**config.mk**
```make
export PLATFORM = sky130hd
export DESIGN_NAME = fixed_block_pool_free_list
export DESIGN_NICKNAME = d
export VERILOG_FILES = /design/src/design/fbp_pkg.sv /design/src/design/fixed_block_pool_free_list.sv /design/src/design/fbp_ctrl.sv /design/src/design/fbp_dp.sv
export SDC_FILE = /design/constraint.sdc
export NUM_CORES = 2
export LEC_CHECK = 0
export BUFFER_PORTS_ARGS = -buffer_cell sky130_fd_sc_hd__buf_2
export CAP_MARGIN = 0
export CELL_PAD_IN_SITES_DETAIL_PLACEMENT = 0
export CELL_PAD_IN_SITES_GLOBAL_PLACEMENT = 1
export CORE_MARGIN = 1.5
export CORE_UTILIZATION = 60
export DETAILED_ROUTE_END_ITERATION = 8
export HOLD_SLACK_MARGIN = 0.12
export PLACE_DENSITY_LB_ADDON = 0.1
export SLEW_MARGIN = 30
export SYNTH_ARGS = -nofsm -noshare
export SYNTH_HDL_FRONTEND = slang
export SYNTH_SLANG_ARGS = --single-unit
```
**constraint.sdc**
```tcl
create_clock -name clk_i -period 11.39 [get_ports clk_i]
set_input_delay 0.5695 -clock clk_i [delete_from_list [all_inputs] [get_ports clk_i]]
set_output_delay 0.5695 -clock clk_i [all_outputs]
set_load 0.005 [all_outputs]
```
**src/design/fbp_pkg.sv**
```systemverilog
// Shared types, constants and helpers for the fixed block pool free list.
// No dependencies; imported by the controller, the datapath and the top level.
package fbp_pkg;

  localparam int MaxBlocks = 256;
  localparam int IdxW      = $clog2(MaxBlocks);      // block index width
  localparam int PtrW      = $clog2(MaxBlocks + 1);  // ring pointer / count width
  localparam int TotW      = 32;
  localparam int StW       = 3;

  // result status codes
  localparam logic [StW-1:0] StOk       = 3'd0;
  localparam logic [StW-1:0] StEmpty    = 3'd1;
  localparam logic [StW-1:0] StNotAlloc = 3'd2;
  localparam logic [StW-1:0] StRange    = 3'd3;
  localparam logic [StW-1:0] StFull     = 3'd4;

  // request op codes
  localparam logic OpAlloc  = 1'b0;
  localparam logic OpReturn = 1'b1;

  // controller -> datapath
  typedef struct packed {
    logic load;  // capture request, ring and in-use reads issued
    logic exec;  // apply request and load result register
  } fbp_cmd_t;

  // datapath -> controller
  typedef struct packed {
    logic init_busy;  // in-use bits are being cleared
  } fbp_sts_t;

  // ring advance, ring has count+1 entries
  function automatic logic [PtrW-1:0] ring_next(input logic [PtrW-1:0] pos,
                                                input logic [PtrW-1:0] count);
    logic [PtrW:0] p;
    p = {1'b0, pos} + 1'b1;
    if (p >= ({1'b0, count} + 1'b1)) begin
      p = '0;
    end
    return p[PtrW-1:0];
  endfunction

endpackage

```
**src/design/fixed_block_pool_free_list.sv**
```systemverilog
// Top level of the fixed block pool free list: stream ports, config port.
// Depends on fbp_pkg, fbp_ctrl and fbp_dp.
//
//  channel  | direction | tdata (low bit up)                       | tuser
//  s_axis   | in        | block_index[7:0]                         | op
//  m_axis   | out       | status, granted_index, alloc/ret totals  | -
//  cfg      | in        | block_count[8:0], write on cfg_we_i      | -
//
// Each request passes two steps: it is registered while the ring memory is
// read at the head pointer and the in-use bit at the request index, then it is
// applied and the result register is loaded.
// The next request is taken while the result waits; a request ready to
// execute waits only while the previous result is still held.
// Reset and a block_count write start a clearing pass over the in-use bits of
// blocks 0..count-1 (256 after reset), one per cycle, with s_axis_tready low;
// the ring itself needs no pass, a fill mark tracks which entries were rewritten.
module fixed_block_pool_free_list
  import fbp_pkg::*;
(
  input  logic        clk_i,
  input  logic        rst_ni,
  // request: tdata = block_index[7:0]; tuser = op[0]
  input  logic        s_axis_tvalid,
  output logic        s_axis_tready,
  input  logic [7:0]  s_axis_tdata,
  input  logic [0:0]  s_axis_tuser,
  // result: tdata = status[2:0], granted_index[10:3],
  //   allocations_total[42:11], returns_total[74:43], zero [79:75]
  output logic        m_axis_tvalid,
  input  logic        m_axis_tready,
  output logic [79:0] m_axis_tdata,
  // block count register
  input  logic        cfg_we_i,
  input  logic [8:0]  cfg_wdata_i
);

  fbp_cmd_t        cmd;
  fbp_sts_t        sts;
  logic [StW-1:0]  status;
  logic [IdxW-1:0] granted;
  logic [TotW-1:0] alloc_tot, ret_tot;

  fbp_ctrl u_ctrl (
    .clk_i      (clk_i),
    .rst_ni     (rst_ni),
    .in_valid_i (s_axis_tvalid),
    .in_ready_o (s_axis_tready),
    .out_valid_o(m_axis_tvalid),
    .out_ready_i(m_axis_tready),
    .sts_i      (sts),
    .cmd_o      (cmd)
  );

  fbp_dp u_dp (
    .clk_i              (clk_i),
    .rst_ni             (rst_ni),
    .cmd_i              (cmd),
    .sts_o              (sts),
    .cfg_we_i           (cfg_we_i),
    .cfg_wdata_i        (cfg_wdata_i),
    .op_i               (s_axis_tuser[0]),
    .block_index_i      (s_axis_tdata),
    .status_o           (status),
    .granted_index_o    (granted),
    .allocations_total_o(alloc_tot),
    .returns_total_o    (ret_tot)
  );

  assign m_axis_tdata = {5'b0, ret_tot, alloc_tot, granted, status};

endmodule

```
**src/design/fbp_ctrl.sv**
```systemverilog
// Request sequencer for the block pool: accept, execute, result handoff.
// Depends on fbp_pkg.
module fbp_ctrl
  import fbp_pkg::*;
(
  input  logic     clk_i,
  input  logic     rst_ni,
  input  logic     in_valid_i,
  output logic     in_ready_o,
  output logic     out_valid_o,
  input  logic     out_ready_i,
  input  fbp_sts_t sts_i,
  output fbp_cmd_t cmd_o
);

  localparam logic SIdle = 1'b0;
  localparam logic SExec = 1'b1;

  logic state_q, state_d;
  logic out_valid_q, out_valid_d;
  logic slot_free;

  assign slot_free  = !out_valid_q || out_ready_i;
  assign in_ready_o = (state_q == SIdle) && !sts_i.init_busy;
  assign cmd_o.load = in_valid_i && in_ready_o;
  assign cmd_o.exec = (state_q == SExec) && slot_free;
  assign out_valid_o = out_valid_q;

  always_comb begin
    state_d     = state_q;
    out_valid_d = out_valid_q;
    if (out_valid_q && out_ready_i) begin
      out_valid_d = 1'b0;
    end
    case (state_q)
      SIdle: begin
        if (cmd_o.load) begin
          state_d = SExec;
        end
      end
      SExec: begin
        if (cmd_o.exec) begin
          state_d     = SIdle;
          out_valid_d = 1'b1;
        end
      end
      default: state_d = SIdle;
    endcase
  end

  always_ff @(posedge clk_i or negedge rst_ni) begin
    if (!rst_ni) begin
      state_q     <= SIdle;
      out_valid_q <= 1'b0;
    end else begin
      state_q     <= state_d;
      out_valid_q <= out_valid_d;
    end
  end

endmodule

```
**src/design/fbp_dp.sv**
```systemverilog
// Datapath for the block pool: free ring memory, pointers, in-use bits, totals.
// Depends on fbp_pkg; sequenced by fbp_ctrl.
module fbp_dp
  import fbp_pkg::*;
(
  input  logic            clk_i,
  input  logic            rst_ni,
  input  fbp_cmd_t        cmd_i,
  output fbp_sts_t        sts_o,
  input  logic            cfg_we_i,
  input  logic [PtrW-1:0] cfg_wdata_i,
  input  logic            op_i,
  input  logic [IdxW-1:0] block_index_i,
  output logic [StW-1:0]  status_o,
  output logic [IdxW-1:0] granted_index_o,
  output logic [TotW-1:0] allocations_total_o,
  output logic [TotW-1:0] returns_total_o
);

  logic [IdxW-1:0] ring_mem [MaxBlocks+1];
  logic            in_use_mem [MaxBlocks];

  logic [PtrW-1:0] count_q, head_q, tail_q, wmark_q;
  logic [PtrW-1:0] count_d, head_d, tail_d, wmark_d;
  logic [TotW-1:0] alloc_q, alloc_d, ret_q, ret_d;
  logic            clr_q, clr_d;
  logic [IdxW-1:0] clr_ptr_q, clr_ptr_d;
  logic            op_q;
  logic [IdxW-1:0] idx_q;
  logic [IdxW-1:0] rd_q;
  logic            rd_init_q;
  logic            iu_rd_q;
  logic [StW-1:0]  status_q, status_d;
  logic [IdxW-1:0] granted_q, granted_d;
  logic            wr_en;
  logic            iu_we;
  logic [IdxW-1:0] iu_addr;
  logic            iu_wdata;
  logic [PtrW-1:0] cfg_n;
  logic [IdxW-1:0] head_blk;
  logic [PtrW-1:0] head_nx, tail_nx;

  // clamp written count to 1..MaxBlocks
  always_comb begin
    cfg_n = cfg_wdata_i;
    if (cfg_wdata_i == '0) begin
      cfg_n = PtrW'(1);
    end else if ({1'b0, cfg_wdata_i} > (PtrW+1)'(MaxBlocks)) begin
      cfg_n = PtrW'(MaxBlocks);
    end
  end

  // entries from the fill mark up to count-1 still hold their initial value;
  // the spare slot at count is always written before head reaches it
  assign head_blk = rd_init_q ? head_q[IdxW-1:0] : rd_q;
  assign head_nx  = ring_next(head_q, count_q);
  assign tail_nx  = ring_next(tail_q, count_q);

  assign sts_o.init_busy = clr_q;

  always_comb begin
    count_d   = count_q;
    head_d    = head_q;
    tail_d    = tail_q;
    wmark_d   = wmark_q;
    alloc_d   = alloc_q;
    ret_d     = ret_q;
    clr_d     = clr_q;
    clr_ptr_d = clr_ptr_q;
    status_d  = status_q;
    granted_d = granted_q;
    wr_en     = 1'b0;
    iu_we     = 1'b0;
    iu_addr   = clr_ptr_q;
    iu_wdata  = 1'b0;
    if (cfg_we_i) begin
      count_d   = cfg_n;
      head_d    = '0;
      tail_d    = cfg_n;
      wmark_d   = '0;
      alloc_d   = '0;
      ret_d     = '0;
      clr_d     = 1'b1;
      clr_ptr_d = '0;
    end else if (clr_q) begin
      // one in-use bit cleared per cycle, blocks 0..count-1
      iu_we     = 1'b1;
      clr_ptr_d = clr_ptr_q + 1'b1;
      if ({1'b0, clr_ptr_q} == count_q - 1'b1) begin
        clr_d = 1'b0;
      end
    end else if (cmd_i.exec) begin
      status_d  = StOk;
      granted_d = '0;
      if (op_q == OpAlloc) begin
        if (head_q == tail_q || head_q > count_q) begin
          status_d = StEmpty;
        end else begin
          head_d    = head_nx;
          iu_we     = 1'b1;
          iu_addr   = head_blk;
          iu_wdata  = 1'b1;
          alloc_d   = alloc_q + 1'b1;
          granted_d = head_blk;
        end
      end else begin
        if ({1'b0, idx_q} >= count_q) begin
          status_d = StRange;
        end else if (!iu_rd_q) begin
          status_d = StNotAlloc;
        end else if (tail_nx == head_q || tail_q > count_q) begin
          status_d = StFull;
        end else begin
          wr_en    = 1'b1;
          tail_d   = tail_nx;
          iu_we    = 1'b1;
          iu_addr  = idx_q;
          iu_wdata = 1'b0;
          ret_d    = ret_q + 1'b1;
          if (tail_q == wmark_q && tail_q < count_q) begin
            wmark_d = wmark_q + 1'b1;
          end
        end
      end
    end
  end

  always_ff @(posedge clk_i or negedge rst_ni) begin
    if (!rst_ni) begin
      count_q   <= PtrW'(MaxBlocks);
      head_q    <= '0;
      tail_q    <= PtrW'(MaxBlocks);
      wmark_q   <= '0;
      alloc_q   <= '0;
      ret_q     <= '0;
      clr_q     <= 1'b1;
      clr_ptr_q <= '0;
    end else begin
      count_q   <= count_d;
      head_q    <= head_d;
      tail_q    <= tail_d;
      wmark_q   <= wmark_d;
      alloc_q   <= alloc_d;
      ret_q     <= ret_d;
      clr_q     <= clr_d;
      clr_ptr_q <= clr_ptr_d;
    end
  end

  // payload registers
  always_ff @(posedge clk_i) begin
    if (cmd_i.load) begin
      op_q  <= op_i;
      idx_q <= block_index_i;
    end
    status_q  <= status_d;
    granted_q <= granted_d;
  end

  // free ring memory, one write and one registered read port
  always_ff @(posedge clk_i) begin
    if (wr_en) begin
      ring_mem[tail_q] <= idx_q;
    end
    rd_q      <= ring_mem[head_q];
    rd_init_q <= (head_q >= wmark_q) && (head_q < count_q);
  end

  // in-use bits, one write port and one read at the request's index
  always_ff @(posedge clk_i) begin
    if (iu_we) begin
      in_use_mem[iu_addr] <= iu_wdata;
    end
    if (cmd_i.load) begin
      iu_rd_q <= in_use_mem[block_index_i];
    end
  end

  assign status_o            = status_q;
  assign granted_index_o     = granted_q;
  assign allocations_total_o = alloc_q;
  assign returns_total_o     = ret_q;

endmodule

```
-- After elaboration in Yosys (flattened, before gate mapping)
Memories as Yosys holds them, arrays and structs flattened. A register that Yosys moved wholly into a read port is not among the register bits.
Cells that the tools add are included.
- magnitude comparators: 9
- bitwise operators: 3
- $add $sub $neg: 8
- multiplexer cells: 81
- reductions and logical operators: 22
- eq/ne operators: 9
- operator list (cell ; count):
    two-way mux 32 bit ; 12
    two-way mux 9 bit ; 24
    two-way mux 8 bit ; 11
    adder 32 x 1 -> 32 bit, second input constant ; 2
    adder 9 x 1 -> 10 bit, second input constant ; 3
    two-way mux 1 bit ; 29
    == test 9 bit ; 3
    greater-or-equal comparator 10 bit ; 2
    greater-than comparator 9 bit ; 2
    < comparator 9 bit ; 2
    two-way mux 3 bit ; 4
    inequality test 2 bit, second input constant ; 5
    nonzero test 2 bit ; 5
    adder 9 x 1 -> 9 bit, second input constant ; 1
    == test 8 x 9 -> 1 bit ; 1
    greater-or-equal comparator 8 x 9 -> 1 bit ; 1
    greater-or-equal comparator 9 bit ; 1
    greater-than comparator 9 bit, second input constant ; 1
    logical NOT 9 bit ; 1
    subtractor 9 x 1 -> 9 bit, second input constant ; 1
    adder 8 x 1 -> 8 bit, second input constant ; 1
    AND reduction 7 bit ; 1
    logical AND 1 bit ; 6
    AND reduction 6 bit ; 1
    7 further kinds ; 12
- logic and storage cells: 149
- input bits: 23
- RAM bits: 2312
- memories: 2
- output and inout port bits: 82
- register bits: 132
- memories (memory ; depth ; width ; read ports ; clocked after Yosys merged registers in ; write ports ; RTL line ; RTL):
    u_dp.ring_mem ; 257 ; 8 ; 1 ; 1 ; 1 ; fbp_dp.sv:20 ; logic [IdxW-1:0] ring_mem [MaxBlocks+1];
    u_dp.in_use_mem ; 256 ; 1 ; 1 ; 1 ; 1 ; fbp_dp.sv:21 ; logic in_use_mem [MaxBlocks];

-- Longest topological paths before layout
- word-level depth: 14
- mapped depth: 19
- mapped depth without buffers: 14

-- Modules after synthesis
From an unflattened synthesis, not the netlist that was laid out.
- cell total of the unflattened synthesis: 5103
- area total of the unflattened synthesis: 101038.2 µm²
- by module, submodules not included (module ; seq. area each (µm²) ; cells an instance ; area each (µm²) ; instances):
    fbp_dp ; 72968.7 ; 5088 ; 100901.8 ; 1
    fbp_ctrl ; 50.0 ; 9 ; 95.1 ; 1
    fixed_block_pool_free_list ; 0.0 ; 6 ; 41.3 ; 1

-- Worst setup path before layout
No wires, ideal clock.
- path kind: reg-to-reg
- start: register u_dp.count_q[8]
- end: memory u_dp.in_use_mem[1] (enable)
- data required time: 11.123 ns
- arrival: 6.415 ns
- path buffers: 1
- cell stages (with the launch flop): 12
- clock period less this slack: 6.682 ns
- library setup time: 0.267 ns
- setup slack: 4.708 ns
- cell sequence: dfstp_2 inv_1 ha_1 a21oi_1 or3b_1 o21a_1 or3_1 inv_1 o31ai_1 a31oi_1 buf_2 nor3_1
- longest elaborated chain between the ends: 14
- elaborated cells between the ends (all ways): 27
- those cells by class: add/sub (1); order compare (4); eq/ne (1); mux (19); reduce/logical (2)
- ends and longest elaborated chain (item ; RTL line ; RTL):
    start, declared ; fbp_dp.sv:23 ; logic [PtrW-1:0] count_q, head_q, tail_q, wmark_q;
    start signal, assigned ; fbp_dp.sv:130 ; count_q <= PtrW'(MaxBlocks);
    start signal, assigned ; fbp_dp.sv:139 ; count_q <= count_d;
    adder 9 x 1 -> 10 bit ; fbp_pkg.sv:38 ; if (p >= ({1'b0, count} + 1'b1)) begin
    greater-or-equal comparator 10 bit ; fbp_pkg.sv:38 ;
    two-way mux 9 bit ; fbp_pkg.sv:38 ;
    == test 9 bit ; fbp_dp.sv:111 ; end else if (tail_nx == head_q || tail_q > count_q) begin
    logical OR 1 bit ; fbp_dp.sv:111 ;
    two-way mux 1 bit ; fbp_dp.sv:111 ;
    two-way mux 1 bit ; fbp_dp.sv:109 ; end else if (!iu_rd_q) begin
    two-way mux 1 bit ; fbp_dp.sv:107 ; if ({1'b0, idx_q} >= count_q) begin
    two-way mux 1 bit ; fbp_dp.sv:95 ; if (op_q == OpAlloc) begin
    two-way mux 1 bit ; fbp_dp.sv:92 ; end else if (cmd_i.exec) begin
    two-way mux 1 bit ; fbp_dp.sv:85 ; end else if (clr_q) begin
    two-way mux 1 bit ; fbp_dp.sv:76 ; if (cfg_we_i) begin
    two-way mux 1 bit ; fbp_dp.sv:171 ; if (iu_we) begin
    two-way mux 1 bit (not written as such) ; fbp_dp.sv:172 ; in_use_mem[iu_addr] <= iu_wdata;
    end, declared ; fbp_dp.sv:21 ;
Parallel ways exist; a longest one is shown, timed or not.

-- Final worst setup path
- start: register u_dp.tail_q[0]
- end: memory u_dp.ring_mem[249][6] (netlist name) (enable)
- longest elaborated chain between the ends: 14
- elaborated cells between the ends (all ways): 15
- those cells by class: add/sub (1); order compare (2); eq/ne (1); mux (10); reduce/logical (1)
- ends and longest elaborated chain (item ; RTL line ; RTL):
    start, declared ; fbp_dp.sv:23 ;
    start signal, assigned ; fbp_dp.sv:132 ; tail_q <= PtrW'(MaxBlocks);
    start signal, assigned ; fbp_dp.sv:141 ; tail_q <= tail_d;
    adder 9 x 1 -> 10 bit ; fbp_pkg.sv:37 ; p = {1'b0, pos} + 1'b1;
    greater-or-equal comparator 10 bit ; fbp_pkg.sv:38 ;
    two-way mux 9 bit ; fbp_pkg.sv:38 ;
    == test 9 bit ; fbp_dp.sv:111 ;
    logical OR 1 bit ; fbp_dp.sv:111 ;
    two-way mux 1 bit ; fbp_dp.sv:111 ;
    two-way mux 1 bit ; fbp_dp.sv:109 ;
    two-way mux 1 bit ; fbp_dp.sv:107 ;
    two-way mux 1 bit ; fbp_dp.sv:95 ;
    two-way mux 1 bit ; fbp_dp.sv:92 ;
    two-way mux 1 bit ; fbp_dp.sv:85 ;
    two-way mux 1 bit ; fbp_dp.sv:76 ;
    two-way mux 1 bit ; fbp_dp.sv:162 ; if (wr_en) begin
    two-way mux 1 bit (not written as such) ; fbp_dp.sv:163 ; ring_mem[tail_q] <= idx_q;
    end, declared ; fbp_dp.sv:20 ;
Parallel ways exist; a longest one is shown, timed or not.

==> results.toml <==
[outcome]
outcome = "complete, no violations"

[route]
total_vias_in_the_final_route = 54440
finalWirelength_um = 258000
ant_nets = 0
drt_first_pass_iters = 5
remaining_drc_errors = 0
first_iter_violations = 6950
route.detailed.vias_per_inst = 6.789
avgRoutedWirePerCell_um = 32.18

[sta]
worst_slew_pin_slew_ns = 1.108
rsz0062_at_grt = "no"
fin_hold_ws_ns = 0.1908
fin_skew_ns = 0.03646
slew_headroom = 0.2610
period_share = 0.6144
hold_violations = 0
finalSetupViolCount = 0
finalMaxSlewViolations = 0
final_total_negative_setup_slack_ns = 0
max_freq_mhz = 142.9
post-route-min-period_ns = 6.998

[clock_tree]
clockRootBuffer = "clkbuf_16"
clk_transition_reported_paths_ns = 0.06
htree_num_levels = 4
post_cts_buffers = 0
cts_buffers = 235
clock_path_buffers = 3
clock_tree_from_tritoncts = "yes"
cts.sink_count = 2453
clock_insertion_delay_worst_skew_ns = 0.88

[layout]
layoutNonFillerInstCount = 8019
final_cell_area_um2 = 112300
total_of_fill_cells_in_the_finished_design = 11000
flow.area_growth_from_synthesis_pct = 10.80
most_common_cell_after_layout_fill_and_taps_aside = "edfxtp_1"
multi_input_comb_area_um2 = 26660
seqCellArea_um2 = 73040
finish.net_count = 5682
share_of_layout_cells_above_drive_strength_1 = 0.2178
layout_common_cells = "edfxtp_1, mux4_2, nor2_1, clkbuf_16, mux2i_1"

[placement]
gpl.final_weighted_congestion = 0.8516
dp.cells = 7546
dp.final_hpwl_um = 150300
place_area_um2 = 104100
io_buffer_count = 99

[global_routing]
grt_start_max_net_pins = 187
grt_overflow_total = 0
total_grt_usage = 0.3047
number_of_antenna_violations_at_the_first_check_in_global_routing = 11
first_global_vias = 52940
grt_pass1_wl_um = 373700

[job]
max_cap_violations = 0

[logic_synthesis]
post-synth-top-area-fraction = 0.6913
yosys-top-cells-area = "edfxtp_1, mux4_2, dfrtp_1"
synthCells = 5523
syn_avg_cell_area_um2 = 18.35
synth-edff-count = 2333
yosys_register_bits = 2453
ys_dominant_reg_cell = "edfxtp_1"
synthArstFlopShare = 0.04525
synth_top_cell_by_area = "edfxtp_1"
synth-warning-count = 0
synth.yosys.seq_area_share = 0.7206
synth_cell_type_count = 89
netlist_area_um2 = 101300

[critical_path]
max_fo_critical_path = 23
critPathMaxStageDelay_ns = 0.76
critical_path.reg2reg.endpoint = "u_dp.ring_mem[249][6]$_DFFE_PP_"
critical_path.reg2reg.startpoint = "u_dp.tail_q[0]$_DFFE_PN0P_"
endpoint_type_of_the_worst_setup_path = "flop"
worstSetupStartpointType = "flop"
crit_path_top_delay_cell = "or3_1"
worst-endpoint-required_ns = 11.88
timing.critical_path.cells = "ha_1 > nand3_4 > nor2_1 > xor2_1 > ha_1 > a21oi_1 > a211oi_1 > a311oi_2 > o21ai_2 > mux2_2 > o221ai_2 > nand3_1 > buf_4 > or3_1 > nor2_1"
critPathArrivalTime_ns = 7.49
worst-r2r-setup-slack_ns = 4.39
critical_path_class = "flop to flop"
rr_worst_depth = 15

[hold_path]
hold_path_startpoint = "s_axis_tdata[0]"
worstHoldPathType = "primary input to flop"
timing.hold.worst_endpoint = "u_dp.idx_q[0]$_DFFE_PP_"
worstHoldPathCells = 1

[floorplan]
i_o_pin_total = 105
initial_utilization = 0.6053
dieArea_um2 = 171400
die_height_um = 414.0
core.rowCount = 150
die_width_um = 414.0
core_area_um2 = 167400

[power_and_ir_drop]
power.density_cell_area_nw_per_um2 = 161.1
ir_drop_v = 0.0002010
p_leak_uw = 0.03343
-- worst max-delay path: cells and delay by family, from the launching register on --
| family | cells | cell delay [ns] |
|---|---|---|
| xor+xnor | 1 | 0.36 |
| buf+inv | 1 | 0.36 |
| simple gates | 5 | 2.73 |
| mux | 1 | 0.39 |
| compound gates | 5 | 1.41 |
| flops | 1 | 0.60 |
| fa+ha+maj | 2 | 0.73 |
-- metrics by stage --
stage                 util  total power, uW  setup WS, ns
finish              0.6707            18090         4.392
global route        0.6706            18540         4.127
CTS                 0.6699            18160         4.650
detailed placement  0.6220            10380         4.655
global placement    0.6211            10380         4.804
floorplan                -            10210         4.708
-- synthesized netlist by cell type, drive strengths merged (4+ instances only) --
| library cell | n |
|---|---|
| o21ai | 66 |
| mux2i | 226 |
| ha | 62 |
| o211ai | 5 |
| and2 | 11 |
| a31oi | 18 |
| nand4 | 34 |
| nor4 | 135 |
| clkbuf | 198 |
| o31ai | 28 |
| a21o | 19 |
| o21a | 4 |
| and3 | 22 |
| mux2 | 20 |
| edfxtp | 2333 |
| or4 | 12 |
| nor4b | 4 |
| mux4 | 582 |
| nand3b | 5 |
| o32ai | 5 |
| xor2 | 39 |
| nor3 | 212 |
| nand3 | 61 |
| dfxtp | 9 |
| nor2 | 348 |
| dfrtp | 108 |
| nand2 | 175 |
| a21oi | 132 |
| a2111oi | 4 |
| xnor2 | 55 |
| nor2b | 20 |
| inv | 47 |
| o22ai | 56 |
| and4 | 6 |
| buf | 199 |
| nand2b | 14 |
| o221ai | 114 |
| a211oi | 41 |
| or2 | 17 |
| or3 | 26 |
| o31a | 5 |
-- worst max-delay path by stage --
| stage | cells after the start | to | startpoint |
|---|---|---|---|
| after floorplan | 11 | u_dp.in_use_mem[1]$_DFFE_PP_ | u_dp.count_q[8]$_DFFE_PN1P_ |
| after global placement | 15 | u_dp.ring_mem[83][0]$_DFFE_PP_ | u_dp.tail_q[0]$_DFFE_PN0P_ |
| after detailed placement | 15 | u_dp.ring_mem[251][5]$_DFFE_PP_ | u_dp.tail_q[0]$_DFFE_PN0P_ |
| after CTS | 15 | u_dp.ring_mem[251][6]$_DFFE_PP_ | u_dp.tail_q[0]$_DFFE_PN0P_ |
| after global routing | 15 | u_dp.ring_mem[251][6]$_DFFE_PP_ | u_dp.tail_q[0]$_DFFE_PN0P_ |
| final | 15 | u_dp.ring_mem[249][6]$_DFFE_PP_ | u_dp.tail_q[0]$_DFFE_PN0P_ |
-- flip-flops by register name, summed over array words and instances (netlist names), 9 cells and up --
register / flops
u_dp.allocations_total_o: 32
u_dp.head_q: 9
u_dp.ring_mem: 2056
u_dp.returns_total_o: 32
u_dp.in_use_mem: 256
u_dp.tail_q: 9
u_dp.count_q: 9
u_dp.wmark_q: 9
-- power by group --
group          switching, uW  internal (uW)  leakage [uW]
logic                    326            111       0.00752
clock network           3390           4500       0.00378
registers               22.2           9740        0.0221
-- final cells by class --
type	count	area share
flip-flops and latches	2453	0.6505
clock buffers	290	0.05440
well taps	2204	0.02456
multi-input cells	2628	0.2375
inverters	49	0.001749
clock inverters	159	0.01547
diodes	6	0.0001337
repair buffers	230	0.01570
-- cell families after synthesis --
kind of cell    count (synthesis)  share of synthesized area
mux                           828                     0.1539
compound gates                529                    0.03655
other cells                     1                 0.00003701
buf+inv                       446                    0.01894
xor+xnor                       96                   0.008717
flops                        2453                     0.7206
fa+ha+maj                      63                   0.007754
simple gates                 1107                    0.05354
-- repair_timing --
| item | CTS | global route |
|---|---|---|
| resized for setup | 0 | 0 |
| hold buffers | 17 | 0 |
| endpoints found under the hold margin | 82 | 0 |
-- per-layer routing --
metal	track usage	routed length, um	up-vias	part of all wire
li1	-	-	22790	-
met4	0.1050	8957	6	0.035
met5	0	64	-	0.00025
met1	0.4414	103100	28430	0.40
met2	0.4746	123600	2757	0.48
met3	0.05487	22380	455	0.087
Note: power is estimated with default switching activity, not from simulation.
